===== src/design/ptts_pkg.sv =====
package ptts_pkg;

    localparam int SLOTS_DEF = 8;
    localparam int ID_W      = 4;
    localparam int LAP_W     = 16;
    localparam int PRIO_W    = 8;
    localparam int RES_W     = 8;
    localparam int DIV_W     = RES_W + 1;
    localparam int CFG_IDX_W = 2;
    localparam int CFG_DAT_W = 16;
    localparam int S_DATA_W  = 32;
    localparam int M_DATA_W  = 8;

    // register indexes on the config port
    localparam logic [CFG_IDX_W-1:0] REG_TICK_RES = 2'd0;
    localparam logic [CFG_IDX_W-1:0] REG_MAX_LAP  = 2'd1;
    localparam logic [CFG_IDX_W-1:0] REG_PRIO_MODE = 2'd2;

    // input opcodes; in the queue a tick that completes the prescaler stays
    // OP_TICK and one that does not becomes OP_NOP
    typedef enum logic [1:0] {
        OP_CREATE = 2'd0,
        OP_DELETE = 2'd1,
        OP_TICK   = 2'd2,
        OP_NOP    = 2'd3
    } op_t;

    typedef struct packed {
        op_t               op;
        logic [ID_W-1:0]   id;
        logic [LAP_W-1:0]  period;
        logic              is_single;
        logic [PRIO_W-1:0] prio;
        logic              lap_ok;
    } cmd_t;

    typedef struct packed {
        logic [ID_W-1:0]   id;
        logic [LAP_W-1:0]  period;
        logic [LAP_W-1:0]  count;
        logic [PRIO_W-1:0] prio;
        logic              is_single;
    } entry_t;

    typedef enum logic [1:0] {
        F_IDLE,
        F_DIV,
        F_PUSH
    } front_state_t;

    typedef enum logic [2:0] {
        B_IDLE,
        B_C_SCAN,
        B_C_SHIFT,
        B_D_SCAN,
        B_D_MOVE,
        B_T_WALK,
        B_T_REMOVE,
        B_EMIT
    } back_state_t;

endpackage


===== src/design/ptts_front.sv =====
module ptts_front (
    input  logic                         aclk,
    input  logic                         aresetn,
    input  logic                         s_tvalid,
    output logic                         s_tready,
    input  logic [ptts_pkg::S_DATA_W-1:0] s_tdata,
    input  logic [ptts_pkg::RES_W-1:0]   tick_res,
    input  logic [ptts_pkg::LAP_W-1:0]   max_lap,
    output logic                         push_valid,
    input  logic                         push_ready,
    output ptts_pkg::cmd_t               push_cmd
);
    import ptts_pkg::*;

    localparam int STEP_W = $clog2(LAP_W);

    front_state_t             state_reg, state_next;
    cmd_t                     cmd_reg, cmd_next;
    logic [LAP_W-1:0]         dq_reg, dq_next;
    logic [RES_W-1:0]         rem_reg, rem_next;
    logic                     rem_hi_reg, rem_hi_next;
    logic [STEP_W-1:0]        step_reg, step_next;
    logic [RES_W-1:0]         pre_reg, pre_next;

    logic                     accept;
    logic [1:0]               in_op;
    logic [ID_W-1:0]          in_id;
    logic [LAP_W-1:0]         in_lap;
    logic                     in_shot;
    logic [PRIO_W-1:0]        in_prio;
    logic [DIV_W-1:0]         divisor;
    logic [DIV_W:0]           trial;
    logic [DIV_W:0]           diff;
    logic                     ge;
    logic [RES_W-1:0]         pre_inc;

    assign in_op   = s_tdata[1:0];
    assign in_id   = s_tdata[5:2];
    assign in_lap  = s_tdata[21:6];
    assign in_shot = s_tdata[22];
    assign in_prio = s_tdata[30:23];

    assign accept  = s_tvalid && s_tready;
    // resolution 0 means 256
    assign divisor = (tick_res == '0) ? DIV_W'(1 << RES_W) : {1'b0, tick_res};
    // one restoring step per cycle
    assign trial   = {rem_hi_reg, rem_reg, dq_reg[LAP_W-1]};
    assign ge      = trial >= {1'b0, divisor};
    assign diff    = trial - {1'b0, divisor};
    assign pre_inc = pre_reg + RES_W'(1);

    always_comb begin
        state_next = state_reg;
        unique case (state_reg)
            F_IDLE: begin
                if (accept) begin
                    state_next = (in_op == OP_CREATE) ? F_DIV : F_PUSH;
                end
            end
            F_DIV: begin
                if (step_reg == STEP_W'(LAP_W - 1)) begin
                    state_next = F_PUSH;
                end
            end
            F_PUSH: begin
                if (push_ready) begin
                    state_next = F_IDLE;
                end
            end
            default: state_next = F_IDLE;
        endcase
    end

    always_comb begin
        s_tready    = (state_reg == F_IDLE);
        push_valid  = (state_reg == F_PUSH);
        cmd_next    = cmd_reg;
        dq_next     = dq_reg;
        rem_next    = rem_reg;
        rem_hi_next = rem_hi_reg;
        step_next   = step_reg;
        pre_next    = pre_reg;
        unique case (state_reg)
            F_IDLE: begin
                if (accept) begin
                    cmd_next.op        = op_t'(in_op);
                    cmd_next.id        = in_id;
                    cmd_next.is_single = in_shot;
                    cmd_next.prio      = in_prio;
                    cmd_next.lap_ok    = (in_lap <= max_lap);
                    cmd_next.period    = '0;
                    dq_next            = in_lap;
                    rem_next           = '0;
                    rem_hi_next        = 1'b0;
                    step_next          = '0;
                    if (in_op == OP_TICK) begin
                        if (pre_inc == tick_res) begin
                            pre_next = '0;
                        end else begin
                            pre_next    = pre_inc;
                            cmd_next.op = OP_NOP;
                        end
                    end
                end
            end
            F_DIV: begin
                dq_next   = {dq_reg[LAP_W-2:0], ge};
                step_next = step_reg + STEP_W'(1);
                if (ge) begin
                    {rem_hi_next, rem_next} = diff[DIV_W-1:0];
                end else begin
                    {rem_hi_next, rem_next} = trial[DIV_W-1:0];
                end
            end
            F_PUSH: ;
            default: ;
        endcase
    end

    always_comb begin
        push_cmd        = cmd_reg;
        push_cmd.period = dq_reg;
        push_cmd.lap_ok = cmd_reg.lap_ok && (rem_reg == '0) && !rem_hi_reg;
    end

    always_ff @(posedge aclk) begin
        if (!aresetn) begin
            state_reg <= F_IDLE;
            pre_reg   <= '0;
        end else begin
            state_reg <= state_next;
            pre_reg   <= pre_next;
        end
        cmd_reg    <= cmd_next;
        dq_reg     <= dq_next;
        rem_reg    <= rem_next;
        rem_hi_reg <= rem_hi_next;
        step_reg   <= step_next;
    end

endmodule


===== src/design/ptts_queue.sv =====
module ptts_queue (
    input  logic           aclk,
    input  logic           aresetn,
    input  logic           wr_valid,
    output logic           wr_ready,
    input  ptts_pkg::cmd_t wr_cmd,
    output logic           rd_valid,
    input  logic           rd_pop,
    output ptts_pkg::cmd_t rd_cmd
);
    import ptts_pkg::*;

    localparam int DEPTH = 2;

    cmd_t       slot_reg [DEPTH];
    logic       wp_reg, wp_next;
    logic       rp_reg, rp_next;
    logic [1:0] fill_reg, fill_next;
    logic       do_wr, do_rd;

    assign wr_ready = (fill_reg != 2'(DEPTH));
    assign rd_valid = (fill_reg != '0);
    assign rd_cmd   = slot_reg[rp_reg];
    assign do_wr    = wr_valid && wr_ready;
    assign do_rd    = rd_pop && rd_valid;

    always_comb begin
        wp_next   = do_wr ? ~wp_reg : wp_reg;
        rp_next   = do_rd ? ~rp_reg : rp_reg;
        fill_next = fill_reg + 2'(do_wr) - 2'(do_rd);
    end

    always_ff @(posedge aclk) begin
        if (!aresetn) begin
            wp_reg   <= 1'b0;
            rp_reg   <= 1'b0;
            fill_reg <= '0;
        end else begin
            wp_reg   <= wp_next;
            rp_reg   <= rp_next;
            fill_reg <= fill_next;
        end
        if (do_wr) begin
            slot_reg[wp_reg] <= wr_cmd;
        end
    end

endmodule


===== src/design/ptts_back.sv =====
module ptts_back #(
    parameter int SLOTS = ptts_pkg::SLOTS_DEF
) (
    input  logic                          aclk,
    input  logic                          aresetn,
    input  logic                          q_valid,
    output logic                          q_pop,
    input  ptts_pkg::cmd_t                q_cmd,
    input  logic                          prio_mode,
    output logic                          m_tvalid,
    input  logic                          m_tready,
    output logic [ptts_pkg::M_DATA_W-1:0] m_tdata,
    output logic                          m_tlast
);
    import ptts_pkg::*;

    localparam int IDX_W = (SLOTS > 1) ? $clog2(SLOTS) : 1;
    localparam int CNT_W = $clog2(SLOTS + 1);
    localparam int MAP_W = SLOTS + 1;

    back_state_t       state_reg, state_next;
    cmd_t              cmd_reg, cmd_next;
    logic [CNT_W-1:0]  idx_reg, idx_next;
    logic [CNT_W-1:0]  pos_reg, pos_next;
    logic [CNT_W-1:0]  cnt_reg, cnt_next;
    logic [MAP_W-1:0]  taken_reg, taken_next;
    logic              pend_reg, pend_next;
    logic [ID_W-1:0]   pend_id_reg, pend_id_next;
    logic              res_st_reg, res_st_next;
    logic              res_fi_reg, res_fi_next;
    logic [ID_W-1:0]   res_id_reg, res_id_next;
    logic              mv_reg, mv_next;
    logic [M_DATA_W-1:0] md_reg, md_next;
    logic              ml_reg, ml_next;

    entry_t            ent_mem [SLOTS];
    logic [CNT_W-1:0]  rd_idx;
    entry_t            rd_ent;
    logic              wr_en;
    logic [CNT_W-1:0]  wr_idx;
    entry_t            wr_ent;

    logic              out_free;
    logic              id_ok;
    logic              id_taken;
    logic [MAP_W-1:0]  id_mask;
    logic [MAP_W-1:0]  pend_mask;
    logic [LAP_W-1:0]  cnt_inc;
    logic              hit;
    logic              stall;

    assign out_free = !mv_reg || m_tready;
    assign m_tvalid = mv_reg;
    assign m_tdata  = md_reg;
    assign m_tlast  = ml_reg;

    // id checks use the queue head in idle and the held command later
    always_comb begin
        logic [ID_W-1:0] cid;
        cid = (state_reg == B_IDLE) ? q_cmd.id : cmd_reg.id;
        id_ok = (32'(cid) <= SLOTS);
        for (int k = 0; k < MAP_W; k++) begin
            id_mask[k]   = (32'(cid) == k);
            pend_mask[k] = (32'(pend_id_reg) == k);
        end
        id_taken = |(taken_reg & id_mask);
    end

    always_comb begin
        unique case (state_reg)
            B_C_SHIFT:            rd_idx = idx_reg - CNT_W'(1);
            B_D_MOVE, B_T_REMOVE: rd_idx = cnt_reg - CNT_W'(1);
            default:              rd_idx = idx_reg;
        endcase
    end
    assign rd_ent  = ent_mem[rd_idx[IDX_W-1:0]];
    assign cnt_inc = rd_ent.count + LAP_W'(1);
    assign hit     = (cnt_inc == rd_ent.period);
    assign stall   = hit && pend_reg && !out_free;

    always_comb begin
        state_next = state_reg;
        unique case (state_reg)
            B_IDLE: begin
                if (q_valid) begin
                    unique case (q_cmd.op)
                        OP_CREATE: begin
                            if (!(q_cmd.lap_ok && id_ok && !id_taken &&
                                  32'(cnt_reg) < SLOTS)) begin
                                state_next = B_EMIT;
                            end else if (prio_mode) begin
                                state_next = B_C_SCAN;
                            end else begin
                                state_next = B_C_SHIFT;
                            end
                        end
                        OP_DELETE: state_next = (id_ok && id_taken) ? B_D_SCAN : B_EMIT;
                        OP_TICK:   state_next = B_T_WALK;
                        default:   state_next = B_EMIT;
                    endcase
                end
            end
            B_C_SCAN: begin
                if (idx_reg == cnt_reg || rd_ent.prio >= cmd_reg.prio) begin
                    state_next = B_C_SHIFT;
                end
            end
            B_C_SHIFT: begin
                if (idx_reg == pos_reg) begin
                    state_next = B_EMIT;
                end
            end
            B_D_SCAN: begin
                if (idx_reg == cnt_reg) begin
                    state_next = B_EMIT;
                end else if (rd_ent.id == cmd_reg.id) begin
                    state_next = B_D_MOVE;
                end
            end
            B_D_MOVE: state_next = B_EMIT;
            B_T_WALK: begin
                // removing the tail entry leaves idx one past the count
                if (idx_reg >= cnt_reg) begin
                    state_next = B_EMIT;
                end else if (!stall && hit && rd_ent.is_single) begin
                    state_next = B_T_REMOVE;
                end
            end
            B_T_REMOVE: state_next = B_T_WALK;
            B_EMIT: begin
                if (out_free) begin
                    state_next = B_IDLE;
                end
            end
            default: state_next = B_IDLE;
        endcase
    end

    always_comb begin
        q_pop        = 1'b0;
        cmd_next     = cmd_reg;
        idx_next     = idx_reg;
        pos_next     = pos_reg;
        cnt_next     = cnt_reg;
        taken_next   = taken_reg;
        pend_next    = pend_reg;
        pend_id_next = pend_id_reg;
        res_st_next  = res_st_reg;
        res_fi_next  = res_fi_reg;
        res_id_next  = res_id_reg;
        mv_next      = mv_reg && !m_tready;
        md_next      = md_reg;
        ml_next      = ml_reg;
        wr_en        = 1'b0;
        wr_idx       = idx_reg;
        wr_ent       = rd_ent;
        unique case (state_reg)
            B_IDLE: begin
                if (q_valid) begin
                    q_pop       = 1'b1;
                    cmd_next    = q_cmd;
                    idx_next    = '0;
                    pend_next   = 1'b0;
                    res_st_next = 1'b0;
                    res_fi_next = 1'b0;
                    res_id_next = '0;
                    unique case (q_cmd.op)
                        OP_CREATE: begin
                            res_st_next = !(q_cmd.lap_ok && id_ok && !id_taken &&
                                            32'(cnt_reg) < SLOTS);
                            if (!prio_mode) begin
                                pos_next = cnt_reg;
                                idx_next = cnt_reg;
                            end
                        end
                        OP_DELETE: res_st_next = !(id_ok && id_taken);
                        default: ;
                    endcase
                end
            end
            B_C_SCAN: begin
                if (idx_reg == cnt_reg || rd_ent.prio >= cmd_reg.prio) begin
                    pos_next = idx_reg;
                    idx_next = cnt_reg;
                end else begin
                    idx_next = idx_reg + CNT_W'(1);
                end
            end
            B_C_SHIFT: begin
                wr_en = 1'b1;
                if (idx_reg == pos_reg) begin
                    wr_ent.id        = cmd_reg.id;
                    wr_ent.period    = cmd_reg.period;
                    wr_ent.count     = '0;
                    wr_ent.prio      = cmd_reg.prio;
                    wr_ent.is_single = cmd_reg.is_single;
                    cnt_next         = cnt_reg + CNT_W'(1);
                    taken_next       = taken_reg | id_mask;
                end else begin
                    idx_next = idx_reg - CNT_W'(1);
                end
            end
            B_D_SCAN: begin
                if (idx_reg == cnt_reg) begin
                    taken_next = taken_reg & ~id_mask;
                end else if (rd_ent.id != cmd_reg.id) begin
                    idx_next = idx_reg + CNT_W'(1);
                end
            end
            B_D_MOVE: begin
                wr_en      = 1'b1;
                cnt_next   = cnt_reg - CNT_W'(1);
                taken_next = taken_reg & ~id_mask;
            end
            B_T_WALK: begin
                if (idx_reg >= cnt_reg) begin
                    res_fi_next = pend_reg;
                    res_id_next = pend_reg ? pend_id_reg : '0;
                end else if (!stall) begin
                    wr_en        = 1'b1;
                    wr_ent.count = hit ? '0 : cnt_inc;
                    if (hit) begin
                        if (pend_reg) begin
                            mv_next = 1'b1;
                            md_next = M_DATA_W'({pend_id_reg, 1'b1, 1'b0});
                            ml_next = 1'b0;
                        end
                        pend_next    = 1'b1;
                        pend_id_next = rd_ent.id;
                    end
                    if (!(hit && rd_ent.is_single)) begin
                        idx_next = idx_reg + CNT_W'(1);
                    end
                end
            end
            B_T_REMOVE: begin
                wr_en      = 1'b1;
                cnt_next   = cnt_reg - CNT_W'(1);
                taken_next = taken_reg & ~pend_mask;
                idx_next   = idx_reg + CNT_W'(1);
            end
            B_EMIT: begin
                if (out_free) begin
                    mv_next = 1'b1;
                    md_next = M_DATA_W'({res_id_reg, res_fi_reg, res_st_reg});
                    ml_next = 1'b1;
                end
            end
            default: ;
        endcase
    end

    always_ff @(posedge aclk) begin
        if (!aresetn) begin
            state_reg <= B_IDLE;
            cnt_reg   <= '0;
            taken_reg <= '0;
            pend_reg  <= 1'b0;
            mv_reg    <= 1'b0;
        end else begin
            state_reg <= state_next;
            cnt_reg   <= cnt_next;
            taken_reg <= taken_next;
            pend_reg  <= pend_next;
            mv_reg    <= mv_next;
        end
        cmd_reg     <= cmd_next;
        idx_reg     <= idx_next;
        pos_reg     <= pos_next;
        pend_id_reg <= pend_id_next;
        res_st_reg  <= res_st_next;
        res_fi_reg  <= res_fi_next;
        res_id_reg  <= res_id_next;
        md_reg      <= md_next;
        ml_reg      <= ml_next;
        if (wr_en) begin
            ent_mem[wr_idx[IDX_W-1:0]] <= wr_ent;
        end
    end

endmodule


===== src/design/priority_task_tick_scheduler.sv =====
// Timed-task table with a tick prescaler.
// Input beats (s_*): create, delete, raw timer tick or no-op. Each input beat
// gives one or more result beats on m_*, the final one marked by m_tlast.
// Create/delete/no-op and a tick that does not finish the prescaler give a
// single beat (status, fired=0). A completed scheduler tick walks the table
// in order and gives one beat per fired task, or one empty beat.
// Config port (cfg_*): index 0 tick resolution, 1 max lap time, 2 priority
// mode; cfg_ready is always high; write only while the block is idle.
// A create divides the lap time by the resolution in the front, is pushed to
// the queue, then the back scans for its slot (priority mode only) and shifts
// entries up to make room; each one-shot removal adds a step to a scheduler
// tick walk. The front takes the next beat once it has pushed the previous command.
// A two-deep queue between front and back lets the front take the next beat
// while the back works; a full output register stalls the table walk when
// the receiver holds m_tready low, nothing is dropped.
// Reset (aresetn low, synchronous) empties the table, clears all ids and the
// prescaler, and loads resolution 1, max lap 65535, priority mode on.
module priority_task_tick_scheduler #(
    parameter int SLOTS = ptts_pkg::SLOTS_DEF
) (
    input  logic                           aclk,
    input  logic                           aresetn,
    input  logic                           s_tvalid,
    output logic                           s_tready,
    // opcode[1:0], task_id[5:2], lap[21:6], single[22], priority_req[30:23]
    input  logic [ptts_pkg::S_DATA_W-1:0]  s_tdata,
    output logic                           m_tvalid,
    input  logic                           m_tready,
    // status[0], fired[1], fired_id[5:2]
    output logic [ptts_pkg::M_DATA_W-1:0]  m_tdata,
    output logic                           m_tlast,
    input  logic                           cfg_valid,
    output logic                           cfg_ready,
    input  logic [ptts_pkg::CFG_IDX_W-1:0] cfg_index,
    input  logic [ptts_pkg::CFG_DAT_W-1:0] cfg_data
);
    import ptts_pkg::*;

    logic [RES_W-1:0] res_reg;
    logic [LAP_W-1:0] max_lap_reg;
    logic             prio_mode_reg;

    logic push_valid, push_ready;
    cmd_t push_cmd;
    logic q_valid, q_pop;
    cmd_t q_cmd;

    assign cfg_ready = 1'b1;

    // config registers
    always_ff @(posedge aclk) begin
        if (!aresetn) begin
            res_reg       <= RES_W'(1);
            max_lap_reg   <= '1;
            prio_mode_reg <= 1'b1;
        end else if (cfg_valid && cfg_ready) begin
            case (cfg_index)
                REG_TICK_RES:  res_reg       <= cfg_data[RES_W-1:0];
                REG_MAX_LAP:   max_lap_reg   <= cfg_data[LAP_W-1:0];
                REG_PRIO_MODE: prio_mode_reg <= cfg_data[0];
                default: ;
            endcase
        end
    end

    // front end: decode, prescaler, lap-time divide and checks
    ptts_front u_front (
        .aclk       (aclk),
        .aresetn    (aresetn),
        .s_tvalid   (s_tvalid),
        .s_tready   (s_tready),
        .s_tdata    (s_tdata),
        .tick_res   (res_reg),
        .max_lap    (max_lap_reg),
        .push_valid (push_valid),
        .push_ready (push_ready),
        .push_cmd   (push_cmd)
    );

    ptts_queue u_queue (
        .aclk     (aclk),
        .aresetn  (aresetn),
        .wr_valid (push_valid),
        .wr_ready (push_ready),
        .wr_cmd   (push_cmd),
        .rd_valid (q_valid),
        .rd_pop   (q_pop),
        .rd_cmd   (q_cmd)
    );

    // back end: table sequencer and result register
    ptts_back #(
        .SLOTS (SLOTS)
    ) u_back (
        .aclk      (aclk),
        .aresetn   (aresetn),
        .q_valid   (q_valid),
        .q_pop     (q_pop),
        .q_cmd     (q_cmd),
        .prio_mode (prio_mode_reg),
        .m_tvalid  (m_tvalid),
        .m_tready  (m_tready),
        .m_tdata   (m_tdata),
        .m_tlast   (m_tlast)
    );

endmodule


===== config.mk =====
export PLATFORM = sky130hd
export DESIGN_NAME = priority_task_tick_scheduler
export DESIGN_NICKNAME = d
export VERILOG_FILES = /design/src/design/ptts_pkg.sv /design/src/design/ptts_front.sv /design/src/design/ptts_queue.sv /design/src/design/ptts_back.sv /design/src/design/priority_task_tick_scheduler.sv
export SDC_FILE = /design/constraint.sdc
export NUM_CORES = 1
export LEC_CHECK = 0
export BUFFER_PORTS_ARGS = -buffer_cell sky130_fd_sc_hd__clkbuf_2
export CAP_MARGIN = 20
export CELL_PAD_IN_SITES_DETAIL_PLACEMENT = 1
export CELL_PAD_IN_SITES_GLOBAL_PLACEMENT = 2
export CORE_MARGIN = 8
export CORE_UTILIZATION = 40
export CTS_CLUSTER_SIZE = 8
export DETAILED_ROUTE_END_ITERATION = 6
export MAX_ROUTING_LAYER = met4
export PLACE_DENSITY = 0.88
export SYNTH_ARGS = -nofsm -noshare
export SYNTH_HDL_FRONTEND = slang
export SYNTH_HIERARCHICAL = 1
export SYNTH_SLANG_ARGS = --single-unit

===== constraint.sdc =====
create_clock -name aclk -period 6.45 [get_ports aclk]
set_input_delay 1.935 -clock aclk [delete_from_list [all_inputs] [get_ports aclk]]
set_output_delay 1.935 -clock aclk [all_outputs]
set_load 0.01 [all_outputs]

## After elaboration in Yosys (flattened, before gate mapping)

Memories as Yosys holds them, arrays and structs flattened. A register that Yosys moved wholly into a read port is not among the register bits.
Cells that the tools add are included.

| word-level totals | value |
|---|---|
| memories kept | 2 |
| register bits | 158 |
| logic and storage cells | 286 |
| output and inout bits | 12 |
| input bits | 55 |
| bits in writable memories | 424 |

| operators by class | value |
|---|---|
| reduce and logical (&&, ||, !) cells | 62 |
| bitwise gates (word level) | 10 |
| $lt $le $gt $ge | 6 |
| multiplexer cells | 103 |
| $add $sub $neg | 10 |
| eq/ne operators | 59 |

Memory list:

| memory | words | bits a word | read ports | clocked after memory_dff | wr ports | RTL line | source |
|---|---|---|---|---|---|---|---|
| u_back.ent_mem | 8 | 45 | 1 | 0 | 1 | ptts_back.sv:36 | `entry_t ent_mem [SLOTS];` |
| u_queue.slot_reg | 2 | 32 | 1 | 1 | 1 | ptts_queue.sv:15 | `cmd_t slot_reg [DEPTH];` |

Operators with widths:

| operator | count |
|---|---|
| $mux 4 | 20 |
| $mux 16 | 4 |
| $mux 8 | 8 |
| $pmux 16 s2 | 2 |
| $mux 45 | 1 |
| $mux 9 | 4 |
| $pmux 9 s4 | 1 |
| $eq 4x3->1 const B | 8 |
| $pmux 4 s2 | 4 |
| $pmux 8 s2 | 2 |
| $mux 3 | 10 |
| $and 9x9->9 | 3 |
| $mux 1 | 27 |
| $pmux 3 s8 | 1 |
| $pmux 4 s6 | 1 |
| $ne 2x2->1 const B | 11 |
| $mux 20 | 1 |
| $ne 2x1->1 const B | 9 |
| $not 9->9 | 2 |
| $add 16x1->16 const B | 1 |
| $eq 16x16->1 | 1 |
| $eq 4x2->1 const B | 4 |
| $le 16x16->1 | 1 |
| $logic_not 8->1 | 2 |
| other kinds (47) | 122 |

## Longest topological paths before layout

An unclocked memory read counts as a cell.

| depth | value |
|---|---|
| depth in word-level cells | 14 |
| mapped depth | 30 |

## Cells and area by module

The synthesis kept the hierarchy.

By module, submodules not included:

| module | area each (µm²) | seq. area each (µm²) | instances | cells each |
|---|---|---|---|---|
| ptts_back | 19449.9 | 12792.3 | 1 | 1595 |
| ptts_front | 3492.1 | 1551.5 | 1 | 368 |
| ptts_queue | 2701.3 | 2021.9 | 1 | 124 |
| priority_task_tick_scheduler | 1144.8 | 500.5 | 1 | 114 |

## Least setup slack after synthesis

OpenSTA, ideal clock, no wires.

| timing | value |
|---|---|
| path kind | register -> register |
| from | reg u_back.idx_reg[1] |
| to | reg u_back.idx_reg[3], data pin |
| arrival | 6.588 ns |
| stages on the path, launching flop included | 31 |
| slack | -0.268 ns |
| buffers on the path | 9 |
| library setup time | 0.130 ns |
| clock period less this slack | 6.718 ns |
| data required time | 6.320 ns |
| cells stage by stage | edfxtp_1 buf_2 inv_1 ha_1 or4b_4 nand4_1 buf_2 buf_2 buf_4 buf_2 clkbuf_1 clkbuf_1 clkbuf_1 buf_1 nand2_1 a311oi_1 a31oi_1 ha_1 nand2b_1 a21o_1 a21o_1 a21o_1 a21o_1 a21o_1 a21o_1 a211oi_1 o21ai_0 a211o_1 a2bb2o_1 o22ai_1 nand2_1 |

| on the way | value |
|---|---|
| word-level cells in the longest chain between the ends | 7 |

RTL lines:

| item | RTL line | source |
|---|---|---|
| from (decl) | ptts_back.sv:23 | `logic [CNT_W-1:0] idx_reg, idx_next;` |
| from (signal assigned) | ptts_back.sv:268 | `idx_reg <= idx_next;` |
| $sub 4x1->4 | ptts_back.sv:71 | `B_C_SHIFT: rd_idx = idx_reg - CNT_W'(1);` |
| $pmux 3 s2 | ptts_back.sv:70 | `unique case (state_reg)` |
| $mem_v2 8x45 | n/a |  |
| $ge 8x8->1 | ptts_back.sv:182 | `if (idx_reg == cnt_reg \|\| rd_ent.prio >= cmd_reg.prio) begin` |
| $logic_or 1x1->1 | ptts_back.sv:182 |  |
| $mux 4 | ptts_back.sv:182 |  |
| $pmux 4 s6 * | ptts_back.sv:157 | `unique case (state_reg)` |
| net u_back.idx_next[3] | ptts_back.sv:23 |  |

Mark *: on every way through the listed nets, which the timed path passes. The rest lies on a longest branch. The select of a mux whose other input is x is not followed.
A chain may end at the register's enable or synchronous reset.

==> flow_summary.json <==
{
  "layout_commonest_cell": "edfxtp_1",
  "synthFlopType": "edfxtp_1",
  "root_buffer": "clkbuf_16",
  "path_max_fanout": 62,
  "grtUsageTotal_pct": 19.0,
  "postSynthAreaPerCell_um2": 12.2,
  "synth_fa_ha_area_share_pct": 2.41,
  "synth-compound-area-share_pct": 8.35,
  "pin_count": 67,
  "cts.sinks": 581,
  "ys_ff_latch": 581,
  "yosysUniqueCellTypes": 93,
  "maxCapViolCount": 0,
  "grt_pass1_wl_mm": 110,
  "slew_violations": 0,
  "tightest_slew_ns": 0.929,
  "clk_pin_slew_worst_paths_ns": 0.06,
  "antenna_found_initial": 0,
  "ys_seq_area_share_pct": 63.0,
  "drive_gt1_share_pct": 14.8,
  "postCtsSetupRepairBufs": 0,
  "clk_latency_ns": 0.61,
  "vias": 17800,
  "cpMaxStageDelayCell": "nor4_1",
  "final_cell_mix": "edfxtp_1, nand2_1, nor2_1",
  "area_growth_pct": 14.6,
  "synth_area_um2": 26800,
  "post_cts_resized": 0,
  "setup_slack_ns": 0.255,
  "relSlewSlack_pct": 38.1,
  "synth.area.mux_share_pct": 4.80,
  "synth_edf_count": 523,
  "avgRoutedWirePerCell_um": 21.8,
  "core_area_um2": 66700,
  "yosys.area.top_type": "edfxtp_1",
  "drc": 0,
  "startpoint": "u_back/idx_reg[0]",
  "cts-hold-fix-buffers": 0,
  "start_kind": "register",
  "grt_overflow": 0,
  "cts_max_level": 3,
  "endpoint_kind": "register",
  "post-place-ws_ns": 0.173,
  "initial_utilization_pct": 40.2,
  "holdWs_ns": 0.452,
  "grt_pass1_vias": 19400,
  "worst_path_largest_cell_delay_ns": 0.68,
  "crit_type": "reg -> reg",
  "synth_top_family_by_area": "simple AND/OR/NAND/NOR gates",
  "ant_nets": 0,
  "crit_chain": "inv_2, ha_1, or4b_4, nand4_1, buf_4, buf_12, mux4_2, mux2i_1, xor2_1, nand2_1, a2111oi_0, nand4_1, nor4_1, buf_4, nand2b_1, buf_12, o21ai_0, mux2_2",
  "final_util_pct": 46.1,
  "die_area_um2": 75500,
  "first_iter_violations": 1138,
  "arrival_ns": 6.51,
  "crit_buf_inv": 5,
  "dr.pass1.iters": 5,
  "status": "complete, no violations",
  "rsz0062_at_grt": "false",
  "period_needed_ns": 6.20,
  "num-fill-cells": 6901,
  "hp-class": "reg -> reg",
  "grt_max_degree": 105,
  "worstHoldStart": "u_front/push_cmd[31]",
  "vias_per_cell": 5.54,
  "synthTopCellsByArea": "edfxtp_1, nand2_1, dfxtp_1",
  "cts.path.max_buffers": 3,
  "num-nets-final": 2398,
  "die_w_um": 275,
  "crit_family": "simple AND/OR/NAND/NOR gates",
  "largest_reg_flops": 360,
  "synth-simple-area-share_pct": 15.3,
  "n_antenna_cell": 0,
  "std_cell_rows": 95,
  "place.gp.congestion": 0.898,
  "wl_mm": 69.9,
  "hpwl_mm": 45.7,
  "async_reset_ff_share_pct": 0,
  "final_hold_viol_count": 0,
  "setup_viol": 0,
  "yosysWarnings": 6,
  "syn_inst": 2201,
  "fin_crit_sh_pct": 96.0,
  "skew_ns": 0.0192,
  "port_buffers": 62,
  "cts_buffers": 82,
  "cts_tree": "yes",
  "die_h_um": 275,
  "clock.fmax_ghz": 0.161,
  "rr_startpoint": "u_back/idx_reg[0]",
  "crit_required_ns": 6.76,
  "synth_xor_area_share_pct": 1.83,
  "synth_top_area_share_pct": 58.6
}
==> cell usage after synthesis (all sizes together), types with 4 or more instances <==
cell type,n
a31oi,8
ha,50
edfxtp,523
o22ai,11
and3,58
and2,12
and4b,5
o211ai,20
a41oi,4
or4,20
a2111oi,14
nor4,20
nor2,133
clkbuf,60
a211o,4
o21ai,63
mux4,6
mux2i,52
a211oi,43
buf,84
nand2b,14
mux2,46
or3,8
xnor2,37
a21oi,98
o21a,12
nor3,26
nand4,32
nand3,100
nand2,364
a21o,18
o31ai,7
nor2b,22
inv,80
dfxtp,58
xor2,18
nor3b,5
nand4b,17
==> worst register-to-register path, delay by kind of cell, from the launching register on <==
family	cells	cell delay, ns
AND/OR/NAND/NOR	6	1.79
flip-flops	1	0.43
buffers and inverters	5	1.09
multiplexers	3	1.42
AO/OA/AOI/OAI	2	0.69
XOR/XNOR	1	0.22
adder cells (fa/ha/maj)	1	0.26
==> cells by family (layout without fill, tap and decap cells) <==
| family | Yosys count | in the layout |
|---|---|---|
| muxes | 104 | 104 |
| and+or+nand+nor | 851 | 851 |
| buffers and inverters | 226 | 358 |
| AOI/OAI and AO/OA | 331 | 331 |
| DFF | 581 | 581 |
| adders and majority gates | 51 | 51 |
| other | 2 | 3 |
| xor gates and xnor gates | 55 | 55 |
==> metrics by stage <==
stage / area [um2] / TNS (ns) / std cells
final: 30700 / 0 / 3207
after global routing: 30700 / 0 / 3207
after floorplan: 26800 / -79.37 / 2202
after global placement: 28300 / 0 / 3076
after CTS: 30600 / 0 / 3202
after detailed placement: 28300 / 0 / 3076
==> metal layers <==
metal	vias up	GRT usage, %	part of all wire (%)
met3	118	3.15	4.4
met1	8965	22.8	42
met4	0	5.60	2.4
met5	-	-	0
li1	8257	-	-
met2	415	32.7	51
==> final timing paths <==
check / end / cells after the start / slack (ns)
worst max register to register: u_back/ent_mem[7][22] / 18 / 0.25
worst max-delay path: u_back/ent_mem[7][22] / 18 / 0.25
worst min register to register: u_queue/slot_reg[1][31] / 0 / 0.45
worst min-delay path: u_queue/slot_reg[1][31] / 0 / 0.45
==> cell type report <==
class / count / area, um2 / share of cell area, %
Sequential cell: 581 / 16900 / 54.9
Multi-Input combinational cell: 1395 / 8850 / 28.8
Clock buffer: 122 / 2230 / 7.27
Timing Repair Buffer: 150 / 1280 / 4.18
Tap cell: 873 / 1090 / 3.56
Inverter: 82 / 308 / 1.00
Clock inverter: 4 / 75.1 / 0.244
Power is not shown: default switching activity piles up to over one toggle a cycle in this logic, so the estimate is an artifact.
